`config.mk`:
```
export PLATFORM = sky130hd
export DESIGN_NAME = source_byte_tokenizer_core
export DESIGN_NICKNAME = d
export VERILOG_FILES = /design/src/stb_pkg.sv /design/src/stb_lexer.sv /design/src/source_byte_tokenizer_core.sv
export SDC_FILE = /design/constraint.sdc
export NUM_CORES = 1
export LEC_CHECK = 0
export ABC_CLOCK_PERIOD_IN_PS = 6300
export BUFFER_PORTS_ARGS = -buffer_cell sky130_fd_sc_hd__buf_2
export CAP_MARGIN = 20
export CELL_PAD_IN_SITES_DETAIL_PLACEMENT = 0
export CELL_PAD_IN_SITES_GLOBAL_PLACEMENT = 1
export CORE_MARGIN = 10
export CORE_UTILIZATION = 43
export CTS_CLUSTER_DIAMETER = 30
export DETAILED_ROUTE_END_ITERATION = 10
export PLACE_DENSITY = 0.88
export SETUP_SLACK_MARGIN = 0.15
export SLEW_MARGIN = 10
export SYNTH_ARGS = -nofsm -noshare
export SYNTH_HDL_FRONTEND = slang
export SYNTH_SLANG_ARGS = --single-unit
export TNS_END_PERCENT = 20
```
`constraint.sdc`:
```
create_clock -name clk -period 6.3 [get_ports clk]
set_input_delay 0.315 -clock clk [delete_from_list [all_inputs] [get_ports clk]]
set_output_delay 0.315 -clock clk [all_outputs]
set_load 0.03 [all_outputs]
```
`src/stb_pkg.sv`:
```
// shared types, constants and character-class helpers for the source byte tokenizer
`default_nettype none

package stb_pkg;

  typedef enum logic [3:0] {
    TK_IDENT    = 4'd0,
    TK_INT      = 4'd1,
    TK_RETURN   = 4'd2,
    TK_FUNC     = 4'd3,
    TK_EXTERN   = 4'd4,
    TK_I32      = 4'd5,
    TK_U8       = 4'd6,
    TK_PUNCT    = 4'd7,
    TK_STR_BYTE = 4'd8,
    TK_STR_END  = 4'd9,
    TK_ERROR    = 4'd10,
    TK_END_OK   = 4'd11,
    TK_END_FAIL = 4'd12
  } tok_kind_t;

  typedef enum logic [6:0] {
    MODE_IDLE    = 7'b0000001,
    MODE_IDENT   = 7'b0000010,
    MODE_INT     = 7'b0000100,
    MODE_DASH    = 7'b0001000,
    MODE_COMMENT = 7'b0010000,
    MODE_STRING  = 7'b0100000,
    MODE_ESC     = 7'b1000000
  } lex_mode_t;

  typedef struct packed {
    tok_kind_t   kind;
    logic [7:0]  tbyte;
    logic [15:0] line;
    logic [15:0] column;
    logic [15:0] length;
    logic        last;
  } result_t;

  typedef struct packed {
    logic [1:0] count;
    result_t    r0;
    result_t    r1;
  } lex_out_t;

  localparam int NUM_KW = 5;

  localparam logic [7:0] CH_NUL    = 8'h00;
  localparam logic [7:0] CH_LF     = 8'h0A;
  localparam logic [7:0] CH_QUOTE  = 8'h22;
  localparam logic [7:0] CH_BSLASH = 8'h5C;
  localparam logic [7:0] CH_DASH   = 8'h2D;
  localparam logic [7:0] CH_USCORE = 8'h5F;

  localparam logic [47:0] KW_TEXT [NUM_KW] = '{
    "return", {"func", 16'h0}, "extern", {"i32", 24'h0}, {"u8", 32'h0}
  };
  localparam logic [2:0] KW_LEN [NUM_KW] = '{3'd6, 3'd4, 3'd6, 3'd3, 3'd2};
  localparam tok_kind_t KW_KIND [NUM_KW] = '{TK_RETURN, TK_FUNC, TK_EXTERN, TK_I32, TK_U8};

  function automatic logic is_alpha(input logic [7:0] c);
    return (c inside {["a":"z"], ["A":"Z"]});
  endfunction

  function automatic logic is_digit(input logic [7:0] c);
    return (c inside {["0":"9"]});
  endfunction

  function automatic logic is_space(input logic [7:0] c);
    return (c inside {8'h20, [8'h09:8'h0D]});
  endfunction

  function automatic logic is_punct(input logic [7:0] c);
    return (c inside {";", ":", ",", "{", "}", "(", ")", "*", "-", ">", "&", "="});
  endfunction

  // narrow the keyword candidates by the character at position pos
  function automatic logic [NUM_KW-1:0] kw_next(input logic [NUM_KW-1:0] m,
                                                input logic pos_ok,
                                                input logic [2:0] pos,
                                                input logic [7:0] c);
    logic [NUM_KW-1:0] r;
    r = m;
    for (int i = 0; i < NUM_KW; i++) begin
      if (!(pos_ok && pos < KW_LEN[i] && KW_TEXT[i][8*(5-int'(pos)) +: 8] == c)) begin
        r[i] = 1'b0;
      end
    end
    return r;
  endfunction

  function automatic tok_kind_t word_kind(input logic [NUM_KW-1:0] m,
                                          input logic len_ok,
                                          input logic [2:0] len);
    tok_kind_t k;
    k = TK_IDENT;
    for (int i = 0; i < NUM_KW; i++) begin
      if (m[i] && len_ok && len == KW_LEN[i]) begin
        k = KW_KIND[i];
      end
    end
    return k;
  endfunction

  // bit 8 set marks a bad escape
  function automatic logic [8:0] esc_decode(input logic [7:0] c);
    logic [8:0] r;
    case (c)
      "n":     r = 9'h00A;
      "t":     r = 9'h009;
      "r":     r = 9'h00D;
      "b":     r = 9'h008;
      "f":     r = 9'h00C;
      "v":     r = 9'h00B;
      "0":     r = 9'h000;
      default: r = 9'h100;
    endcase
    return r;
  endfunction

endpackage

`default_nettype wire

```
`src/stb_lexer.sv`:
```
// lexer state registers and the per-byte next-state and token event logic
`default_nettype none

module stb_lexer import stb_pkg::*; #(
  parameter int POS_BITS = 16
) (
  input  wire logic       clk,
  input  wire logic       rst,
  input  wire logic       accept,
  input  wire logic [7:0] src_byte,
  output lex_out_t        lex_out
);

  localparam logic [POS_BITS-1:0] POS_MAX = '1;
  localparam logic [POS_BITS-1:0] POS_ONE = POS_BITS'(1);

  lex_mode_t         mode, mode_next;
  logic [POS_BITS-1:0] cur_line, cur_line_next;
  logic [POS_BITS-1:0] cur_column, cur_column_next;
  logic [POS_BITS-1:0] start_column, start_column_next;
  logic [POS_BITS-1:0] run_length, run_length_next;
  logic [NUM_KW-1:0] keyword_match, keyword_match_next;
  logic              error_seen, error_seen_next;

  logic        go_idle, ended, rl_small;
  logic [2:0]  rl_pos;
  logic [8:0]  esc;
  logic        mode_ev, idle_ev, end_ev;
  result_t     mode_res, idle_res, end_res;

  function automatic logic [POS_BITS-1:0] sat_inc(input logic [POS_BITS-1:0] v);
    return (v == POS_MAX) ? v : v + POS_ONE;
  endfunction

  function automatic logic [15:0] out16(input logic [POS_BITS-1:0] v);
    logic [31:0] w;
    w = 32'(v);
    return (w > 32'h0000_FFFF) ? 16'hFFFF : w[15:0];
  endfunction

  function automatic result_t mk(input tok_kind_t k, input logic [7:0] b,
                                 input logic [POS_BITS-1:0] ln,
                                 input logic [POS_BITS-1:0] col,
                                 input logic [POS_BITS-1:0] len);
    result_t r;
    r.kind   = k;
    r.tbyte  = b;
    r.line   = out16(ln);
    r.column = out16(col);
    r.length = out16(len);
    r.last   = 1'b0;
    return r;
  endfunction

  assign rl_small = (run_length < POS_BITS'(8));
  assign rl_pos   = run_length[2:0];
  assign esc      = esc_decode(src_byte);

  always_comb begin
    mode_next          = mode;
    cur_line_next      = cur_line;
    cur_column_next    = cur_column;
    start_column_next  = start_column;
    run_length_next    = run_length;
    keyword_match_next = keyword_match;
    error_seen_next    = error_seen;
    go_idle  = 1'b0;
    ended    = 1'b0;
    mode_ev  = 1'b0;
    idle_ev  = 1'b0;
    end_ev   = 1'b0;
    mode_res = '0;
    idle_res = '0;
    end_res  = '0;

    case (mode)
      MODE_IDENT: begin
        if (is_alpha(src_byte) || is_digit(src_byte) || src_byte == CH_USCORE) begin
          keyword_match_next = kw_next(keyword_match, rl_small, rl_pos, src_byte);
          run_length_next    = sat_inc(run_length);
        end else begin
          mode_ev  = 1'b1;
          mode_res = mk(word_kind(keyword_match, rl_small, rl_pos), 8'h00, cur_line,
                        start_column, run_length);
          go_idle  = 1'b1;
        end
      end
      MODE_INT: begin
        if (is_digit(src_byte)) begin
          run_length_next = sat_inc(run_length);
        end else begin
          mode_ev  = 1'b1;
          mode_res = mk(TK_INT, 8'h00, cur_line, start_column, run_length);
          go_idle  = 1'b1;
        end
      end
      MODE_DASH: begin
        if (src_byte == CH_DASH) begin
          mode_next = MODE_COMMENT;
        end else if (is_digit(src_byte)) begin
          mode_next       = MODE_INT;
          run_length_next = POS_BITS'(2);
        end else begin
          mode_ev  = 1'b1;
          mode_res = mk(TK_PUNCT, CH_DASH, cur_line, start_column, '0);
          go_idle  = 1'b1;
        end
      end
      MODE_COMMENT: begin
        if (src_byte == CH_NUL) begin
          ended = 1'b1;
        end else if (src_byte == CH_LF) begin
          mode_next = MODE_IDLE;
        end
      end
      MODE_STRING: begin
        if (src_byte == CH_NUL) begin
          mode_ev         = 1'b1;
          mode_res        = mk(TK_ERROR, 8'h00, cur_line, start_column, '0);
          error_seen_next = 1'b1;
          ended           = 1'b1;
        end else if (src_byte == CH_QUOTE) begin
          mode_ev   = 1'b1;
          mode_res  = mk(TK_STR_END, 8'h00, cur_line, start_column, run_length);
          mode_next = MODE_IDLE;
        end else if (src_byte == CH_BSLASH) begin
          mode_next = MODE_ESC;
        end else begin
          run_length_next = sat_inc(run_length);
          mode_ev         = 1'b1;
          mode_res        = mk(TK_STR_BYTE, src_byte, cur_line, start_column,
                               sat_inc(run_length));
        end
      end
      MODE_ESC: begin
        mode_ev = 1'b1;
        if (src_byte == CH_NUL) begin
          mode_res        = mk(TK_ERROR, 8'h00, cur_line, start_column, '0);
          error_seen_next = 1'b1;
          ended           = 1'b1;
        end else begin
          mode_next = MODE_STRING;
          if (esc[8]) begin
            mode_res        = mk(TK_ERROR, src_byte, cur_line, start_column, '0);
            error_seen_next = 1'b1;
          end else begin
            run_length_next = sat_inc(run_length);
            mode_res        = mk(TK_STR_BYTE, esc[7:0], cur_line, start_column,
                                 sat_inc(run_length));
          end
        end
      end
      default: begin
        go_idle = 1'b1;
      end
    endcase

    if (go_idle) begin
      mode_next = MODE_IDLE;
      if (src_byte == CH_NUL) begin
        ended = 1'b1;
      end else if (is_space(src_byte)) begin
        mode_next = MODE_IDLE;
      end else if (src_byte == CH_DASH) begin
        mode_next         = MODE_DASH;
        start_column_next = cur_column;
      end else if (is_alpha(src_byte) || src_byte == CH_USCORE) begin
        mode_next          = MODE_IDENT;
        start_column_next  = cur_column;
        keyword_match_next = kw_next('1, 1'b1, 3'd0, src_byte);
        run_length_next    = POS_ONE;
      end else if (is_digit(src_byte)) begin
        mode_next         = MODE_INT;
        start_column_next = cur_column;
        run_length_next   = POS_ONE;
      end else if (src_byte == CH_QUOTE) begin
        mode_next         = MODE_STRING;
        start_column_next = sat_inc(cur_column);
        run_length_next   = '0;
      end else if (is_punct(src_byte)) begin
        idle_ev  = 1'b1;
        idle_res = mk(TK_PUNCT, src_byte, cur_line, cur_column, '0);
      end else begin
        idle_ev         = 1'b1;
        idle_res        = mk(TK_ERROR, src_byte, cur_line, cur_column, '0);
        error_seen_next = 1'b1;
      end
    end

    if (ended) begin
      end_ev  = 1'b1;
      end_res = mk(error_seen_next ? TK_END_FAIL : TK_END_OK, 8'h00, cur_line, cur_column,
                   '0);
      mode_next          = MODE_IDLE;
      cur_line_next      = POS_ONE;
      cur_column_next    = POS_ONE;
      start_column_next  = POS_ONE;
      run_length_next    = '0;
      keyword_match_next = '1;
      error_seen_next    = 1'b0;
    end else if (src_byte == CH_LF) begin
      cur_line_next   = sat_inc(cur_line);
      cur_column_next = POS_ONE;
    end else begin
      cur_column_next = sat_inc(cur_column);
    end

    // pack the events in order: pending token, idle handling, end of source
    lex_out.count = 2'(mode_ev) + 2'(idle_ev) + 2'(end_ev);
    lex_out.r1    = '0;
    if (mode_ev) begin
      lex_out.r0 = mode_res;
      lex_out.r1 = idle_ev ? idle_res : end_res;
    end else if (idle_ev) begin
      lex_out.r0 = idle_res;
      lex_out.r1 = end_res;
    end else begin
      lex_out.r0 = end_res;
    end
    lex_out.r0.last = (lex_out.count == 2'd1);
    lex_out.r1.last = 1'b1;
  end

  always_ff @(posedge clk) begin
    if (rst) begin
      mode          <= MODE_IDLE;
      cur_line      <= POS_ONE;
      cur_column    <= POS_ONE;
      start_column  <= POS_ONE;
      run_length    <= '0;
      keyword_match <= '1;
      error_seen    <= 1'b0;
    end else if (accept) begin
      mode          <= mode_next;
      cur_line      <= cur_line_next;
      cur_column    <= cur_column_next;
      start_column  <= start_column_next;
      run_length    <= run_length_next;
      keyword_match <= keyword_match_next;
      error_seen    <= error_seen_next;
    end
  end

endmodule

`default_nettype wire

```
`src/source_byte_tokenizer_core.sv`:
```
// Streaming source tokenizer: takes one source byte per word on the src channel and
// delivers token events on the token channel. A byte is taken every cycle while the
// token channel drains; a byte that closes a pending token and is also punctuation, a
// bad byte or the zero end byte gives two words, and the next byte waits while the
// second word goes out through the two-entry result register. Line, column and length
// counters are POS_BITS wide and saturate; the reported fields saturate at 65535.
// A zero byte ends the source with an end-ok or end-failed word and clears all state.
`default_nettype none

module source_byte_tokenizer_core import stb_pkg::*; #(
  parameter int POS_BITS = 16
) (
  input  wire logic        clk,
  input  wire logic        rst,
  input  wire logic        src_valid,
  output      logic        src_stall,
  input  wire logic [7:0]  src_byte,
  output      logic        token_valid,
  input  wire logic        token_stall,
  output      logic [3:0]  token_kind,
  output      logic [7:0]  token_byte,
  output      logic [15:0] token_line,
  output      logic [15:0] token_column,
  output      logic [15:0] token_length,
  output      logic        last_of_run
);

  lex_out_t   lex_out;
  result_t    q0, q1;
  logic [1:0] cnt;
  logic       accept, pop;

  assign token_valid = (cnt != 2'd0);
  assign pop         = token_valid && !token_stall;
  assign src_stall   = !((cnt == 2'd0) || (cnt == 2'd1 && !token_stall));
  assign accept      = src_valid && !src_stall;

  stb_lexer #(
    .POS_BITS(POS_BITS)
  ) u_lexer (
    .clk     (clk),
    .rst     (rst),
    .accept  (accept),
    .src_byte(src_byte),
    .lex_out (lex_out)
  );

  always_ff @(posedge clk) begin
    if (rst) begin
      cnt <= 2'd0;
    end else if (accept) begin
      cnt <= lex_out.count;
    end else if (pop) begin
      cnt <= cnt - 2'd1;
    end
  end

  always_ff @(posedge clk) begin
    if (accept) begin
      q0 <= lex_out.r0;
      q1 <= lex_out.r1;
    end else if (pop) begin
      q0 <= q1;
    end
  end

  assign token_kind   = q0.kind;
  assign token_byte   = q0.tbyte;
  assign token_line   = q0.line;
  assign token_column = q0.column;
  assign token_length = q0.length;
  assign last_of_run  = q0.last;

  a_cnt_range: assert property (@(posedge clk) disable iff (rst)
    cnt != 2'd3)
    else $error("result count out of range");

  a_full_blocks: assert property (@(posedge clk) disable iff (rst)
    (cnt == 2'd2) |-> (src_stall && !q0.last && q1.last))
    else $error("two queued words with bad stall or last flags");

  a_empty_run: assert property (@(posedge clk) disable iff (rst)
    (accept && lex_out.count == 2'd0) |=> !token_valid)
    else $error("word shown for a byte that gave none");

  a_second_word: assert property (@(posedge clk) disable iff (rst)
    (pop && cnt == 2'd2) |=> (token_valid && last_of_run))
    else $error("second word lost after first was taken");

  a_reset_empty: assert property (@(posedge clk)
    rst |=> !token_valid)
    else $error("result queue not empty after reset");

endmodule

`default_nettype wire

```
# == Word level (Yosys, flattened, before mapping) ==
# Index checks and enable logic that the tools add are counted.
# word_totals
ff_bits,200
input_bits,12
out_inout_bits,63
word_cells,283
# classes
n_addsub,7
order_cmp,13
n_eq_ne,58
n_shift,5
n_mux,134
n_reduce_logical,47
# op_table
op,count
61-bit two-way mux,19
16-bit two-way mux,32
61-bit case mux with 5 select lines,1
"48-bit by 32-bit indexed part select with 8-bit output, first input constant",5
122-bit two-way mux,1
7-bit two-way mux,15
"8-bit by 6-bit == test with 1-bit output, second input constant",13
"8-bit by 7-bit == test with 1-bit output, second input constant",10
16-bit case mux with 5 select lines,1
9-bit case mux with 7 select lines,1
60-bit two-way mux,1
59-bit two-way mux,1
58-bit two-way mux,1
"16-bit by 1-bit adder with 16-bit output, second input constant",3
"16-bit == test, second input constant",3
"7-bit by 8-bit == test with 1-bit output, first input constant",5
8-bit == test,5
1-bit two-way mux,40
5-bit two-way mux,8
7-bit case mux with 4 select lines,1
1-bit logical AND,26
"8-bit by 7-bit >= comparator with 1-bit output, second input constant",2
"8-bit by 7-bit <= comparator with 1-bit output, second input constant",2
"16-bit by 4-bit less-than comparator with 1-bit output, second input constant",1
other kinds (42),67

# == Depth between registers and ports, before layout ==
# depth
word_depth,18
ltp_mapped,14
ltp_nobuf,10

# == Cells and area by module ==
# Synthesis repeated with hierarchy kept, for this count alone.
# hier_totals
cells_unflattened,1205
hier_area_um2,11707.5
# modules_own_cells
module,instances,cells_per_inst,area_per_inst_um2,seq_area_each_um2
stb_lexer,1,992,7089.3,1541.5
source_byte_tokenizer_core,1,213,4618.2,3703.6

# == Least setup slack after synthesis ==
# OpenSTA, ideal clock, no wires.
# synth_path
kind,reg-to-reg
from,register cnt[0]
to,register cnt[0]
setup_time_ns,0.085
arrival_time_ns,5.848
t_required_ns,6.215
path_slack_ns,0.368
stages_incl_launch_ff,6
n_path_buf,0
synth_period_minus_slack_ns,5.932
cell_sequence,dfxtp_1 > inv_1 > ha_1 > o21ai_0 > o21ai_0 > a21oi_1
# synth_via
elab_chain_cells,5
elab_cells_between_ends,11
cone_classes,1 x add/sub; 1 x eq/ne; 2 x mux; 7 x reduce/logical
# synth_rtl
item,line,text
"start, declared",source_byte_tokenizer_core.sv:30,logic [1:0] cnt;
"start signal, assigned",source_byte_tokenizer_core.sv:52,cnt <= lex_out.count;
"start signal, assigned",source_byte_tokenizer_core.sv:54,cnt <= cnt - 2'd1;
"parallel branches: the longest is 5 deep, another holds 2-bit by 1-bit subtractor with 2-bit output",-,
# Several ways; the timed one is not identified. The select of a mux whose other input is x is not followed.
# A chain may end at the register's enable or synchronous reset.

# == Worst setup path after layout ==
# layout_path
from,register cnt[1]
to,register u_lexer.run_length[6]
# layout_via
elab_chain_cells,4
elab_cells_between_ends,5
cone_classes,1 x eq/ne; 4 x reduce/logical
# layout_rtl
item,line,text
2-bit by 1-bit == test with 1-bit output,source_byte_tokenizer_core.sv:35,assign src_stall = !((cnt == 2'd0) || (cnt == 2'd1 && !token_stall));
1-bit logical AND,source_byte_tokenizer_core.sv:35,
1-bit logical OR (*),source_byte_tokenizer_core.sv:35,
1-bit logical AND (*),source_byte_tokenizer_core.sv:36,assign accept = src_valid && !src_stall;
"end signal, assigned",stb_lexer.sv:238,run_length <= run_length_next;
"end, declared",stb_lexer.sv:21,"logic [POS_BITS-1:0] run_length, run_length_next;"
# Every way passes the cells marked *; elsewhere a longest branch is shown, timed or not.

==> impl_results.md <==
* Status: finished clean
* Vias in the first global route at 9312
* Synthesized area at ~11000 sq um
* Setup crit start kind: register
* Final total power at around 4 mW
* Worst hold path depth at 2
* Postcts setup bufs at 0
* Final setup viols at 0
* Slew HR at 33.1%
* Die span in x at 180 microns
* Setup crit end kind: register
* Post-synthesis sequential area ratio at 43.1%
* I/O pins at 75
* Row count at a little under 60
* Share of post-route cells with drive strength above 1 at 12.4%
* Global-route wire length before repair at 52900 microns
* Area growth, synth to finish at 11.0%
* Total congestion overflow at 0
* Fillers at 2398
* Synthesis Warnings at 0
* Htree depth at 4
* Final min period at 3.69 ns
* Crit-path max FO at 46
* GPL Wtd Cong at 0.939
* Slew Limit Fails at 0
* Worst-Margin Slew at 1.00 ns
* Placed Area at about 12000 sq um
* Pin count of the biggest net entering global routing at 52
* Final #Nets at around 1.3k
* Clk slew on worst S/H paths at around 0.08 ns
* Post-synth EDFFs at between 100 and 150
* Post-route antenna net violation count at 0
* Crit. Startpoint: cnt[1]$_SDFFE_PP0P_
* Period utilization at between 50% and 60%
* PnR worst setup slack at 2.61 ns
* Maxcap violations at 0
* 1st-iter DRT viols at approximately 1.1k
* Hold Violations, Final at 0
* Setup_tns at 0 ns
* Netlist cell types at 94
* FF+latch count, synth at 184
* TritonCTS Sinks at 184
* Port Buf Inserts at 74
* CTS Hold Bufs at 0
* Pre-CTS setup slack at 2.47 ns
* Data arrival, critical path at 4.04 ns
* CP Capture Point: u_lexer.run_length[6]$_SDFFE_PP0P_
* Clk_lat worst skew at ~0.45 ns
* Post-synthesis area per instance at 8.86 sq um
* Die H at between 150 and 200 microns
* Die ar. at 32400 sq um
* CTS tree: built
* RSZ-0062 raised after global routing: no
* DR pass1 iterations at 7
* Fin cells at 1604
* DR WL/cell at 20.6 microns
* CORE AREA at 25200 sq um
* Top_reg_cell synth: edfxtp_1
* Design area at about 12000 sq um
* Hold_ws at between 0.3 and 0.4 ns
* Post-synth ARST share at 0%
* Cell area power density at 323 nW/um^2
* Total number of vias at 9916
* Crit Path Category: register to register
* IR drop worst, VDD at 0.216 mV
* Hold Path Class: input pin to register
* Critical path data required time at 6.66 ns
* Clk_skew at 0.0177 ns
* Root buffer cell: clkbuf_16
* P_leak at 4.40 nW
* ANT cells at 0
* Register-to-Register Path Depth at 10
* Starting density of the core at 43.7%
* R2R setup slack at around 2.6 ns
* Avg Vias per Cell at 6.18
* Initial antenna violation count at 0
* DRC viols at 0
* Fmax at 271 MHz
* Placed insts at 1569
* Max clock buf depth at 2
* RR Startpoint: cnt[1]$_SDFFE_PP0P_
* Post-Syn Nets at approximately 1.3k
* WL final at 33000 microns
* CTS buffer count at 17
* Resized cells post-CTS at 0
* Overall track demand over capacity in global routing at roughly a fifth
* Post-DP HPWL at approximately 22000 microns
* Reg2reg end: u_lexer.run_length[6]$_SDFFE_PP0P_
* Layout Utilization at 48.5%
* Mapped Cells at 1241
## Yosys cell counts (7+ instances only)
cell type	count	area, sq um
nand4_1	31	194
nand2b_1	16	100
or3_1	17	106
o31ai_1	7	52.6
ha_1	13	163
dfxtp_1	79	1580
a31oi_1	15	93.8
o2bb2ai_1	10	87.6
inv_1	29	109
nor2_1	115	432
and2_1	42	263
buf_2	23	115
nor4_1	16	100
nand2_1	116	435
nand3_1	44	220
and3_1	26	163
nor3_1	43	215
clkbuf_1	54	203
a22oi_1	21	158
a21oi_1	91	455
xor2_1	17	149
o221ai_1	8	70.1
o21ai_0	51	255
a211oi_1	12	90.1
mux2i_1	9	90.1
o22ai_1	8	50.1
edfxtp_1	105	3150
a21o_1	25	188
buf_1	8	30.0
a22o_1	23	201
xnor2_1	21	184
o21a_1	7	52.6
nor2b_1	11	68.8
## flip-flops by register name (all words and copies together) (netlist names)
register               count
cnt                        2
last_of_run                1
q1                        44
token_byte                 8
token_column              16
token_kind                 4
token_length              16
token_line                16
u_lexer.cur_column        16
u_lexer.cur_line          16
u_lexer.error_seen         1
u_lexer.keyword_match      5
u_lexer.mode               7
u_lexer.run_length        16
u_lexer.start_column      16
## worst min-delay path by stage
stage	from	to	slack (ns)
2_1_floorplan	u_lexer.start_column[7]$_SDFFE_PP0P_	u_lexer.start_column[7]$_SDFFE_PP0P_	0.43
3_3_place_gp	u_lexer.start_column[5]$_SDFFE_PP0P_	u_lexer.start_column[5]$_SDFFE_PP0P_	0.45
3_5_place_dp	u_lexer.start_column[5]$_SDFFE_PP0P_	u_lexer.start_column[5]$_SDFFE_PP0P_	0.45
4_1_cts	src_byte[7]	q1[56]$_SDFFCE_PN0P_	0.35
5_1_grt	token_stall	token_kind[1]$_DFFE_PP_	0.35
6_report	token_stall	token_kind[1]$_DFFE_PP_	0.33
## cells in the final DEF (no fill, tap or decap), types with 42 or more instances in the layout
master / netlist / final
nor3_1: 43 / 43
o21ai_0: 51 / 50
edfxtp_1: 105 / 105
nand3_1: 44 / 44
dfxtp_1: 79 / 79
nand2_1: 116 / 116
nor2_1: 115 / 115
and2_1: 42 / 42
a21oi_1: 91 / 90
buf_2: 23 / 74
## cell families after synthesis
logic type,share of synthesized area [%]
and+or+nand+nor,25.0
muxes,1.02
xor gates and xnor gates,3.03
buffers and inverters,4.48
AOI/OAI and AO/OA,21.7
DFF,43.1
adders and majority gates,1.66
## where the power goes
group	internal, mW	switching, mW
combinational	0.308	0.837
sequential	1.56	0.0714
clock	0.562	0.604
## worst max-delay path, cell delays in order (launching register included)
cell	delay (ns)
dfxtp_1	0.32
inv_1	0.07
ha_1	0.16
nor2b_1	0.26
o21ai_4	0.16
inv_2	0.66
nand2_1	0.32
nor2_1	0.37
a32o_1	0.67
nand2_1	0.33
o221ai_1	0.25
## final cells by class
| cell class | instances | area [sq um] | area share, % |
|---|---|---|---|
| Sequential cell | 184 | 4730 | 38.8 |
| Timing Repair Buffer | 88 | 497 | 4.07 |
| Clock inverter | 15 | 218 | 1.78 |
| Clock buffer | 17 | 425 | 3.49 |
| Multi-Input combinational cell | 937 | 5790 | 47.5 |
| Tap cell | 330 | 413 | 3.38 |
| Inverter | 33 | 126 | 1.04 |
## routing by layer
metal	up-vias	track usage [%]	part of all wire (%)
met5	-	0	0
met1	4808	27.8	46
met4	0	5.99	2.1
met2	395	30.1	45
li1	4662	-	-
met3	51	3.21	6.4
No activity file was read; power rests on OpenSTA's default activity.
